**src/design/tecl_pkg.sv**
```systemverilog
// Shared types, codes and constants of the TCP endpoint class lookup unit.
`default_nettype none
package tecl_pkg;

    localparam int KEY_BITS   = 48;
    localparam int ENTRY_BITS = KEY_BITS + 1;

    localparam logic [1:0] FUNC_CLASSIFY = 2'd0;
    localparam logic [1:0] FUNC_INSERT   = 2'd1;
    localparam logic [1:0] FUNC_REMOVE   = 2'd2;
    localparam logic [1:0] FUNC_UNUSED   = 2'd3;

    localparam logic [1:0] MATCH_NONE = 2'd0;
    localparam logic [1:0] MATCH_DST  = 2'd1;
    localparam logic [1:0] MATCH_SRC  = 2'd2;

    localparam logic [1:0] STATUS_DONE   = 2'd0;
    localparam logic [1:0] STATUS_FULL   = 2'd1;
    localparam logic [1:0] STATUS_ABSENT = 2'd2;

    localparam logic [15:0] ETH_IPV4  = 16'h0800;
    localparam logic [7:0]  PROTO_TCP = 8'd6;
    localparam logic [31:0] HASH_MULT = 32'h9E3779B1;

    typedef struct packed {
        logic [1:0]  func;
        logic [15:0] ether_type;
        logic [7:0]  ip_protocol;
        logic [31:0] dst_ip;
        logic [15:0] dst_port;
        logic [31:0] src_ip;
        logic [15:0] src_port;
        logic [31:0] new_class;
    } t_in_item;

    typedef struct packed {
        logic [1:0]  matched_by;
        logic [31:0] flow_class;
        logic [1:0]  op_status;
    } t_out_item;

    typedef enum logic [2:0] {
        S_CLEAR,
        S_IDLE,
        S_HASH1,
        S_HASH2,
        S_READ,
        S_CHECK,
        S_CLASS,
        S_DONE
    } t_state;

    // Controller to datapath
    typedef struct packed {
        logic       load;
        logic       sel_src;
        logic       hash1;
        logic       hash2;
        logic       rd_row;
        logic       rd_cls;
        logic       wr_ins;
        logic       wr_rem;
        logic       clr_wr;
        logic       out_load;
        logic [1:0] matched_by;
        logic [1:0] op_status;
    } t_cmd;

    // Datapath to controller
    typedef struct packed {
        logic [1:0] func;
        logic       eligible;
        logic       hit;
        logic       free;
        logic       clr_last;
        logic       out_free;
    } t_sts;

endpackage
`default_nettype wire

```
**src/design/tecl_ctrl.sv**
```systemverilog
// Controller state machine of the TCP endpoint class lookup unit.
`default_nettype none
module tecl_ctrl (
    input  wire logic          i_clk,
    input  wire logic          i_rst_n,
    input  wire logic          i_in_valid,
    output logic               o_in_stall,
    input  wire tecl_pkg::t_sts i_sts,
    output tecl_pkg::t_cmd     o_cmd
);
    import tecl_pkg::*;

    t_state     r_state, n_state;
    logic       r_src, n_src;
    logic [1:0] r_match, n_match;
    logic [1:0] r_status, n_status;

    // State and per-item control registers
    always_ff @(posedge i_clk) begin
        if (!i_rst_n) begin
            r_state  <= S_CLEAR;
            r_src    <= 1'b0;
            r_match  <= MATCH_NONE;
            r_status <= STATUS_DONE;
        end else begin
            r_state  <= n_state;
            r_src    <= n_src;
            r_match  <= n_match;
            r_status <= n_status;
        end
    end

    // Next state and commands
    always_comb begin
        n_state  = r_state;
        n_src    = r_src;
        n_match  = r_match;
        n_status = r_status;
        o_cmd    = '0;
        o_cmd.matched_by = r_match;
        o_cmd.op_status  = r_status;
        o_in_stall = (r_state != S_IDLE);
        unique case (r_state)
            S_CLEAR: begin
                o_cmd.clr_wr = 1'b1;
                if (i_sts.clr_last) begin
                    n_state = S_IDLE;
                end
            end
            S_IDLE: begin
                if (i_in_valid) begin
                    o_cmd.load = 1'b1;
                    n_src      = 1'b0;
                    n_match    = MATCH_NONE;
                    n_status   = STATUS_DONE;
                    n_state    = S_HASH1;
                end
            end
            S_HASH1: begin
                o_cmd.hash1 = 1'b1;
                if ((i_sts.func != FUNC_CLASSIFY && i_sts.func != FUNC_INSERT &&
                     i_sts.func != FUNC_REMOVE) ||
                    (i_sts.func == FUNC_CLASSIFY && !i_sts.eligible)) begin
                    n_state = S_DONE;
                end else begin
                    n_state = S_HASH2;
                end
            end
            S_HASH2: begin
                o_cmd.hash2 = 1'b1;
                n_state     = S_READ;
            end
            S_READ: begin
                o_cmd.rd_row = 1'b1;
                n_state      = S_CHECK;
            end
            S_CHECK: begin
                n_state = S_DONE;
                case (i_sts.func)
                    FUNC_CLASSIFY: begin
                        if (i_sts.hit) begin
                            o_cmd.rd_cls = 1'b1;
                            n_match = r_src ? MATCH_SRC : MATCH_DST;
                            n_state = S_CLASS;
                        end else if (!r_src) begin
                            o_cmd.sel_src = 1'b1;
                            n_src   = 1'b1;
                            n_state = S_HASH1;
                        end
                    end
                    FUNC_INSERT: begin
                        if (i_sts.hit || i_sts.free) begin
                            o_cmd.wr_ins = 1'b1;
                        end else begin
                            n_status = STATUS_FULL;
                        end
                    end
                    FUNC_REMOVE: begin
                        if (i_sts.hit) begin
                            o_cmd.wr_rem = 1'b1;
                        end else begin
                            n_status = STATUS_ABSENT;
                        end
                    end
                    default: begin
                        n_state = S_DONE;
                    end
                endcase
            end
            S_CLASS: begin
                n_state = S_DONE;
            end
            S_DONE: begin
                if (i_sts.out_free) begin
                    o_cmd.out_load = 1'b1;
                    n_state        = S_IDLE;
                end
            end
            default: begin
                n_state = S_IDLE;
            end
        endcase
    end
endmodule
`default_nettype wire

```
**config.mk**
```make
export PLATFORM = sky130hd
export DESIGN_NAME = tecl_ctrl
export DESIGN_NICKNAME = d
export VERILOG_FILES = /design/src/design/tecl_pkg.sv /design/src/design/tecl_ctrl.sv
export SDC_FILE = /design/constraint.sdc
export NUM_CORES = 1
export LEC_CHECK = 0
export BUFFER_PORTS_ARGS = -buffer_cell sky130_fd_sc_hd__buf_4
export CAP_MARGIN = 10
export CORE_AREA = 2 2 39 41
export DETAILED_ROUTE_END_ITERATION = 8
export DIE_AREA = 0 0 41 43
export PLACE_DENSITY = 0.74
export SLEW_MARGIN = 30
export SYNTH_ARGS = -nofsm -noshare
export SYNTH_HDL_FRONTEND = slang
export SYNTH_SLANG_ARGS = --single-unit
```
**constraint.sdc**
```tcl
create_clock -name i_clk -period 1.5 [get_ports i_clk]
set_input_delay 0.3 -clock i_clk [delete_from_list [all_inputs] [get_ports i_clk]]
set_output_delay 0.3 -clock i_clk [all_outputs]
set_load 0.01 [all_outputs]
```
# Word level (Yosys, flattened, before mapping)
# Index checks and enable logic that the tools add are counted.
# W data, S select, Z words.
word_totals:
  reg_bits: 8
  inputBits: 10
  wordCells: 78
  out_inout_bits: 15
op_classes:
  n_reduce_logical: 14
  eq_ne: 21
  muxes: 39
ops:
  columns: ["operator", "count"]
  rows:
  - ["$mux W3", 8]
  - ["$pmux W3 S8", 1]
  - ["$mux W1", 20]
  - ["$ne A2 B2 Y1 const B", 7]
  - ["$eq A3 B3 Y1 const B", 4]
  - ["$mux W2", 6]
  - ["$pmux W2 S2", 3]
  - ["$reduce_and A4 Y1", 2]
  - ["$eq A3 B2 Y1 const B", 2]
  - ["$ne A3 B3 Y1 const B", 2]
  - ["$reduce_and A5 Y1", 1]
  - ["$reduce_bool A2 Y1", 2]
  - ["$eq A3 B1 Y1 const B", 1]
  - ["$logic_and A1 B1 Y1", 3]
  - ["$logic_not A3 Y1", 1]
  - ["$ne A3 B1 Y1 const B", 1]
  - ["$ne A3 B2 Y1 const B", 1]
  - ["$reduce_and A3 Y1", 1]
  - ["$eq A2 B1 Y1 const B", 1]
  - ["$eq A2 B2 Y1 const B", 1]
  - ["$logic_not A2 Y1", 1]
  - ["$logic_or A1 B1 Y1", 2]
  - ["$ne A2 B1 Y1 const B", 1]
  - ["$pmux W1 S2", 1]
  - ["$logic_not A1 Y1", 1]

# Depth between registers and ports, before layout
# Gate-level depths: netlist of the first run.
logic_depth:
  word_depth: 6
  depth_mapped: 4
  ltp_nobuf: 3

# Worst setup path before layout of the first run
# No wires, ideal clock.
synth_path:
  path_type: "register to output"
  startpoint: "reg r_state[0]"
  endpoint: "out o_in_stall"
  t_arrival_ns: 0.968
  required_time_ns: 1.200
  path_slack_ns: 0.232
  stages_incl_launch_ff: 4
  n_path_buf: 1
  path_cell_list: "dfxtp_1 > buf_2 > inv_1 > or3_1"
synth_via:
  elab_chain_cells: 1
synth_rtl:
  columns: ["element", "line_no", "text"]
  rows:
  - ["start: declaration", "tecl_ctrl.sv:13", "t_state r_state, n_state;"]
  - ["start signal: assignment", "tecl_ctrl.sv:26", "r_state <= n_state;"]
  - ["$ne A3 B1 Y1", "tecl_ctrl.sv:42", "o_in_stall = (r_state != S_IDLE);"]
  - ["end: declaration", "tecl_ctrl.sv:7", "output logic o_in_stall,"]
# No other way between the ends.

==> results of run 1 <==
-- kinds of logic (layout without fill, tap and decap cells) --
family          Yosys count  count (layout)  synth area share [%]
mux                       1               1                  1.72
compound gates           17              17                  26.4
flops                     8               8                  27.5
buf+inv                  11              48                  9.23
simple gates             34              34                  35.2
-- layer usage --
metal / GRT usage [%] / routed length (um)
met5: 0 / 0
met4: 8.00 / 19
met3: 3.66 / 95
met2: 32.5 / 870
met1: 30.8 / 735
-- cells in the mapped netlist --
| library cell | n |
|---|---|
| a2111oi_4 | 1 |
| a211oi_1 | 4 |
| a21oi_1 | 1 |
| a221oi_1 | 2 |
| a311oi_1 | 1 |
| a32o_1 | 1 |
| and2_1 | 1 |
| and2b_2 | 1 |
| and3_1 | 2 |
| and3_2 | 1 |
| and3b_1 | 1 |
| and4bb_4 | 2 |
| buf_2 | 1 |
| buf_4 | 1 |
| buf_6 | 1 |
| dfxtp_1 | 8 |
| inv_1 | 8 |
| mux2i_1 | 1 |
| nand2_1 | 6 |
| nand2b_1 | 2 |
| nand3b_1 | 1 |
| nor2_1 | 9 |
| nor2b_1 | 1 |
| nor3_1 | 3 |
| nor3b_1 | 1 |
| nor4b_1 | 1 |
| o211a_1 | 1 |
| o21a_1 | 1 |
| o21ai_0 | 1 |
| o22ai_1 | 1 |
| o31a_1 | 1 |
| o32ai_1 | 2 |
| or2_4 | 1 |
| or3_1 | 1 |
-- worst register-to-register path, delay by kind of cell, from the launching register on --
family | cells | cell delay [ns]
AOI/OAI and AO/OA | 1 | 0.21
buffers and inverters | 2 | 0.28
DFF | 1 | 0.36
and+or+nand+nor | 2 | 0.46
-- power by group through the flow --
stage	Sequential [W]	Combinational (W)	Clock, W
final	0.000243	0.000235	0.000179
after global routing	0.000246	0.000255	0.000188
after CTS	0.000242	0.000221	0.000177
after detailed placement	0.000251	0.000188	0
after global placement	0.000250	0.000185	0
after floorplan	0.000234	0.000121	0
-- worst min-delay path by stage --
stage	startpoint	end	slack (ns)
2_1_floorplan	i_rst_n	r_status[0]	0.42
3_5_place_dp	r_match[0]	r_match[0]	0.46
6_report	i_rst_n	r_status[0]	0.32
4_1_cts	i_rst_n	r_status[0]	0.31
3_3_place_gp	r_match[0]	r_match[0]	0.45
5_1_grt	i_rst_n	r_status[0]	0.33
-- registers in the layout, indices dropped and copies added, names as in the netlist --
signal,flops
r_state,3
r_match,2
r_status,2
r_src,1
-- layout make-up --
cell class              instances  share of cell area, %
clock buffers                   3                   2.41
inverters                       8                   3.22
multi-input cells              52                   42.5
repair buffers                 37                   31.4
flip-flops and latches          8                   18.4
well taps                      16                   2.14
-- repair_timing --
item	in CTS	in global routing
pin swaps	3	3
cloned	0	0
setup endpoints to repair	10	8
gates resized for setup	15	3
buffers inserted	4	3
-- stage by stage --
step                total power, W  worst slack (ns)
finish                    0.000658           -0.0690
floorplan                 0.000355             0.232
detailed placement        0.000439            0.0626
CTS                       0.000640           -0.0584
global placement          0.000436            0.0772
global route              0.000689            -0.105
==> results.toml, run 1 <==
[route]
drcViolationCount = 0
first_pass_iters = 4
drtIter0Drc = 27
viasPerCell = 5.64
detail-route-antenna-nets = 0
routed_wl_um = 1720
wl_per_cell_um = 13.9
vias = 699

[pwr]
power_frac_comb_pct = 35.7
p_per_area_nw_per_um2 = 705
ir_drop_uv = 390
leakage_nw = 0.432
power_frac_clock_pct = 27.3
intPower_w = 0.000446
switching_power_w = 0.000212
sw_frac_of_total_pct = 32.2
seq_power_share_pct = 37.0

[finish]
seq_area_um2 = 171
multi_input_area_um2 = 397
layout-drive-gt1-share_pct = 50.9
diodes = 0
final_net_count = 120
stdcell_area_um2 = 933
layout_commonest_cell = "buf_4"
nFillCells = 120
synthToLayoutAreaGrowth_pct = 60.1
final_cell_count_no_fill = 124
fin_util_pct = 67.5
final_cell_mix = "buf_4 (33), nor2_1 (9), inv_1 (8)"

[logic_synthesis]
synth_cell_type_count = 34
syn_avg_cell_area_um2 = 8.21
netlist_instances = 71
yosys-top-cells-area = "dfxtp_1 (27%), nor2_1 (5.8%), and4bb_4 (5.6%)"
netlist.area_leader.share_pct = 27.5
ys_warn_count = 0
seq_area_frac_synth_pct = 27.5
synth_top_cell_by_area = "dfxtp_1"
synth_fp_nets = 81
syn_area_um2 = 583
synth_seq_cells = 8

[critical_path]
start_kind = "flop"
r2r_start = "r_state[1]"
crit_chain = "and4bb_4 -> nand3b_1 -> inv_1 -> buf_4"
cpLargestDelayFamily = "simple AND/OR/NAND/NOR gates"
crit_path_end = "o_cmd[8]"
path_max_fanout = 6
worstPathArrival_ns = 1.27
startpoint = "r_state[1]"
worst-r2r-cell-count = 5
cpMaxStageDelayCell = "dfxtp_4"
required_ns = 1.20
path_depth = 4
r2r_setup_slack_ns = 0.10
worst-setup-path-type = "flop to output port"
critical_path.max_stage_delay_ns = 0.36
crit_buf_inv = 2
rr_endpoint = "r_match[0]"
worst_setup_path_end_kind = "output port"

[grt]
grt_pass1_wl_um = 2660
grt.overflow.total = 0
grt_max_degree = 10
track_usage_pct = 22.0
grt_antenna_before_repair = 0
first_global_vias = 585

[sta]
fin_crit_sh_pct = 105
fin_crit_ns = 1.57
fmaxAchievable_mhz = 637
setup_tns_ns = -0.233
final_max_slew_viol_count = 0
fin_ws_ns = -0.0690
skew_ns = 0.00610
hold_viol = 0
whs_ns = 0.317
worst_pin_slew_ns = 0.293
rsz0062_at_grt = "true"
timing.slew.headroom_pct = 80.2
setup_violations = 6

[clock_tree]
hold_buffers = 0
cts_made_buffers = 3
clock_sinks = 8
clock_latency_ns = 0.26
clk_pin_slew_ns = 0.07
ctsRootBufferMaster = "clkbuf_4"
cts_tree = "done"
cts.path.max_buffers = 2
h-tree-depth = 1

[floorplan]
die_h_um = 43
rows = 14
core_area_um2 = 1380
ios = 25
start_util_pct = 42.1
dieArea_um2 = 1760
die_w_um = 41

[placement]
dp_hpwl_um = 1110
gp_congestion = 0.822
placed_area_um2 = 805
dp_cells = 114
io_buffers = 24

[worst_hold_path]
hold_class = "primary input to flop"
holdPathStages = 2

[run_status]
violations = "negative setup slack"
status = "finished with violations"

[run]
maxCapViolCount = 0
(Power assumes the default switching activity.)
==> run 2, diff against run 1 <==
==> constraint.sdc (replaced) <==
create_clock -name i_clk -period 1.5 [get_ports i_clk]
set_input_delay 0 -clock i_clk [delete_from_list [all_inputs] [get_ports i_clk]]
set_output_delay 0 -clock i_clk [all_outputs]
set_load 0.01 [all_outputs]
==> run 2 against run 1 <==
Net effect: the flow now finishes without violations; fmax increased by 14%; non-clock buffer count shrank 10; clock-buffer cell count stayed put; setup slack improved by 0.20 ns; critical path depth is the same; via count shrank 9.2%; clock power shrank 4%; clock skew up 0.0054 ns; critical path type unchanged; critical endpoint unchanged; largest cell class unchanged.
==> results.toml, run 2 (same netlist as run 1, synthesis figures left out) <==
[run_status]
status = "finished clean"

[clock_tree]
cts_setup_buffers = 0
cts.path.max_buffers = 2
cts_tree = "done"
cts_made_buffers = 3
clock_sinks = 8
h-tree-depth = 1
clk_pin_slew_ns = 0.06
clock_latency_ns = 0.26
ctsRootBufferMaster = "clkbuf_4"

[critical_path]
worst-r2r-cell-count = 3
worst_setup_path_end_kind = "output port"
r2r_start = "r_state[1]"
worstPathArrival_ns = 1.37
rr_endpoint = "r_status[1]"
r2r_setup_slack_ns = 0.18
required_ns = 1.50
path_max_fanout = 12
start_kind = "flop"
worst-setup-path-type = "flop to output port"
crit_path_end = "o_cmd[8]"
startpoint = "r_state[1]"

[placement]
gp_congestion = 0.806
dp_hpwl_um = 1110
dp_cells = 110
io_buffers = 24
placed_area_um2 = 774

[grt]
grt_pass1_wl_um = 2290
grt_antenna_before_repair = 0
grt.overflow.total = 0
grt_max_degree = 15
track_usage_pct = 19.3
first_global_vias = 527

[sta]
final_max_slew_viol_count = 0
fin_crit_ns = 1.37
fin_crit_sh_pct = 91.5
hold_viol = 0
fmaxAchievable_mhz = 729
timing.slew.headroom_pct = 80.0
worst_pin_slew_ns = 0.300
setup_tns_ns = 0
rsz0062_at_grt = "false"
skew_ns = 0.0115
setup_violations = 0
whs_ns = 0.0171

[floorplan]
core_area_um2 = 1380
die_w_um = 41
ios = 25
start_util_pct = 42.1
dieArea_um2 = 1760
rows = 14
die_h_um = 43

[finish]
layout-drive-gt1-share_pct = 37.8
final_net_count = 110
synthToLayoutAreaGrowth_pct = 38.8
largest_register_ff_count = 3
top_register = "r_state"
layout_commonest_cell = "buf_4"
reg_top3 = "r_state x3, r_match x2, r_status x2"
stdcell_area_um2 = 810
diodes = 0
nFillCells = 135
final_cell_mix = "buf_4 (26), nor2_1 (9), inv_1 (8)"
final_cell_count_no_fill = 114

[route]
viasPerCell = 5.57
wl_per_cell_um = 13.2
detail-route-antenna-nets = 0
vias = 635
routed_wl_um = 1510
drtIter0Drc = 17
first_pass_iters = 4
drcViolationCount = 0

[pwr]
ir_drop_uv = 448
leakage_nw = 0.374
power.total_w = 0.000598
p_per_area_nw_per_um2 = 738

[run]
maxCapViolCount = 0

[worst_hold_path]
hold_class = "primary input to flop"
## run 2: cell types whose count changed in the layout (fill, tap and decap cells not counted), moves of 2 or more
cell,change
buf_4,-7
dfxtp_2,+2
dfxtp_4,-3
nor3_2,-2
buf_6,-4
and3_4,-2
nor3_1,+2
## run 2: through the flow
stage | utilization (%) | setup slack, ns
2_1_floorplan | - | 0.333
4_1_cts | 58.4 | 0.0161
3_3_place_gp | 56.0 | 0.164
3_5_place_dp | 56.0 | 0.135
5_1_grt | 58.5 | 0.0576
6_report | 58.5 | 0.128
## run 2: per-layer routing
metal  global-route usage [%]  part of all wire [%]
met1                     26.2                    48
met2                     27.2                    46
met3                     7.85                   5.6
met4                     6.00                  0.53
met5                        0                     0
## run 2: cell type report
cell class | instances | area (um^2) | share of cell area [%]
Multi-Input combinational cell | 52 | 369 | 45.6
Inverter | 8 | 30.0 | 3.71
Sequential cell | 8 | 163 | 20.1
Tap cell | 16 | 20.0 | 2.47
Clock buffer | 3 | 22.5 | 2.78
Timing Repair Buffer | 27 | 205 | 25.3
## run 2: power breakdown
part | switching (W) | internal (W)
logic | 0.0000830 | 0.0000934
registers | 0.0000260 | 0.000224
clock network | 0.0000794 | 0.0000920
total | 0.000188 | 0.000409
## run 2: critical path: stages (launching register included)
cell      delay, ns
dfxtp_1        0.39
and4bb_4       0.37
nand3b_1       0.14
inv_1          0.09
buf_4          0.11
## run 2: how the worst min path moves through the flow
stage | from | endpoint | slack, ns | depth (start not counted)
2_1_floorplan | i_rst_n | r_status[0] | 0.12 | 1
3_3_place_gp | i_sts[1] | r_state[0] | 0.27 | 3
3_5_place_dp | i_sts[1] | r_state[0] | 0.28 | 3
4_1_cts | i_rst_n | r_status[1] | 0.009 | 2
5_1_grt | i_rst_n | r_status[1] | 0.02 | 2
6_report | i_rst_n | r_status[1] | 0.02 | 2
## run 2: timing repair
action	4_1_cts	5_1_grt
hold buffers	1	0
endpoints found under the hold margin	1	0
resized for setup	1	1
setup endpoints to repair	1	2
==> run 3, diff against run 2 <==
REMOVE_ABC_BUFFERS = 1   (was unset)
==> run 3 against run 2 <==
Net effect: clock power decreased by 3%; power fell by 1.6%; critical path depth down 1; clock skew down 0.0036 ns; combinational power barely moved; cell count down 0.88%; critical path type unchanged; highest routed layer unchanged.
==> results.toml, run 3 (same netlist as run 1, synthesis figures left out) <==
[run_status]
status = "finished clean"

[route]
drcViolationCount = 0
routed_wl_um = 1350
viasPerCell = 5.41
detail-route-antenna-nets = 0
vias = 611
drtIter0Drc = 8
first_pass_iters = 4
wl_per_cell_um = 11.9

[sta]
timing.slew.headroom_pct = 82.7
worst_pin_slew_ns = 0.252
rsz0062_at_grt = "false"
setup_violations = 0
final_max_slew_viol_count = 0
fin_crit_sh_pct = 88.3
hold_viol = 0
skew_ns = 0.00794
setup_tns_ns = 0
whs_ns = 0.0106
fmaxAchievable_mhz = 755
fin_crit_ns = 1.33

[placement]
io_buffers = 24
dp_hpwl_um = 1040
gp_congestion = 0.801

[grt]
grt_antenna_before_repair = 0
grt_pass1_wl_um = 2050
first_global_vias = 483
grt.overflow.total = 0
track_usage_pct = 16.9
grt_max_degree = 12

[floorplan]
dieArea_um2 = 1760
core_area_um2 = 1380
die_w_um = 41
die_h_um = 43
rows = 14
start_util_pct = 42.1
ios = 25

[critical_path]
cpLargestDelayFamily = "flip-flops"
required_ns = 1.50
start_kind = "flop"
worstPathArrival_ns = 1.33
worst_setup_path_end_kind = "output port"
path_max_fanout = 11
worst-setup-path-type = "flop to output port"
crit_chain = "inv_1 -> or3_1 -> buf_4"
r2r_setup_slack_ns = 0.18
crit_buf_inv = 2
critical_path.max_stage_delay_ns = 0.42
cpMaxStageDelayCell = "dfxtp_2"

[pwr]
leakage_nw = 0.370
p_per_area_nw_per_um2 = 735
ir_drop_uv = 419

[clock_tree]
cts.path.max_buffers = 2
clock_latency_ns = 0.25
cts_tree = "done"
clock_sinks = 8
hold_buffers = 0
ctsRootBufferMaster = "clkbuf_4"
cts_made_buffers = 3
h-tree-depth = 1
clk_pin_slew_ns = 0.05

[run]
maxCapViolCount = 0

[finish]
multi_input_area_um2 = 369
final_cell_mix = "buf_4 (26), nor2_1 (9), inv_1 (8)"
layout-drive-gt1-share_pct = 38.1
top_register = "r_state"
largest_register_ff_count = 3
diodes = 0
final_net_count = 109
layout_commonest_cell = "buf_4"
reg_top3 = "r_state x3, r_match x2, r_status x2"
synthToLayoutAreaGrowth_pct = 37.1
nFillCells = 133
seq_area_um2 = 163

[worst_hold_path]
hold_class = "primary input to flop"
-- run 3: stage by stage --
step                      cell area [um^2]  std cells  total power [W]  setup slack (ns)  util (%)
after floorplan                        559         68         0.000341             0.184         -
after global placement                 774        110         0.000423             0.196      56.0
after detailed placement               774        110         0.000425             0.146      56.0
after CTS                              797        113         0.000593            0.0235      57.6
after global routing                   800        113         0.000628            0.0755      57.8
final                                  800        113         0.000588             0.175      57.8
-- run 3: path summary, 6_finish.rpt --
kind	endpoint	depth (start not counted)	startpoint
max	o_in_stall	3	r_state[0]
min	r_state[0]	3	i_sts[1]
max reg2reg	r_state[2]	4	r_state[1]
min reg2reg	r_match[0]	2	r_match[0]
-- run 3: layout make-up --
| type | instances | area share [%] |
|---|---|---|
| multi-input combinational | 52 | 46.2 |
| timing repair buffer | 26 | 24.4 |
| sequential | 8 | 20.3 |
| inverter | 8 | 3.76 |
| clock buffer | 3 | 2.82 |
| tap | 16 | 2.50 |
-- run 3: power breakdown --
part,internal [W],switching [W],total (W)
Sequential,0.000224,0.0000229,0.000247
Combinational,0.0000917,0.0000833,0.000175
Clock,0.0000917,0.0000744,0.000166
-- run 3: tightest hold or removal path, cell delays in order --
cell and delay (ns):
buf_4 0.11, inv_1 0.04, a221oi_1 0.06
-- run 3: layer usage --
| metal | vias up | part of all wire (%) | track usage, % |
|---|---|---|---|
| met5 | - | 0 | 0 |
| met1 | 276 | 49 | 23.3 |
| met2 | 19 | 44 | 23.1 |
| met4 | 0 | 0.67 | 10.0 |
| li1 | 314 | - | - |
| met3 | 2 | 5.6 | 3.66 |
-- run 3: timing repair --
action	in CTS	in global routing
setup buffers	0	0
endpoints found under the setup margin	0	2
resized for setup	0	2
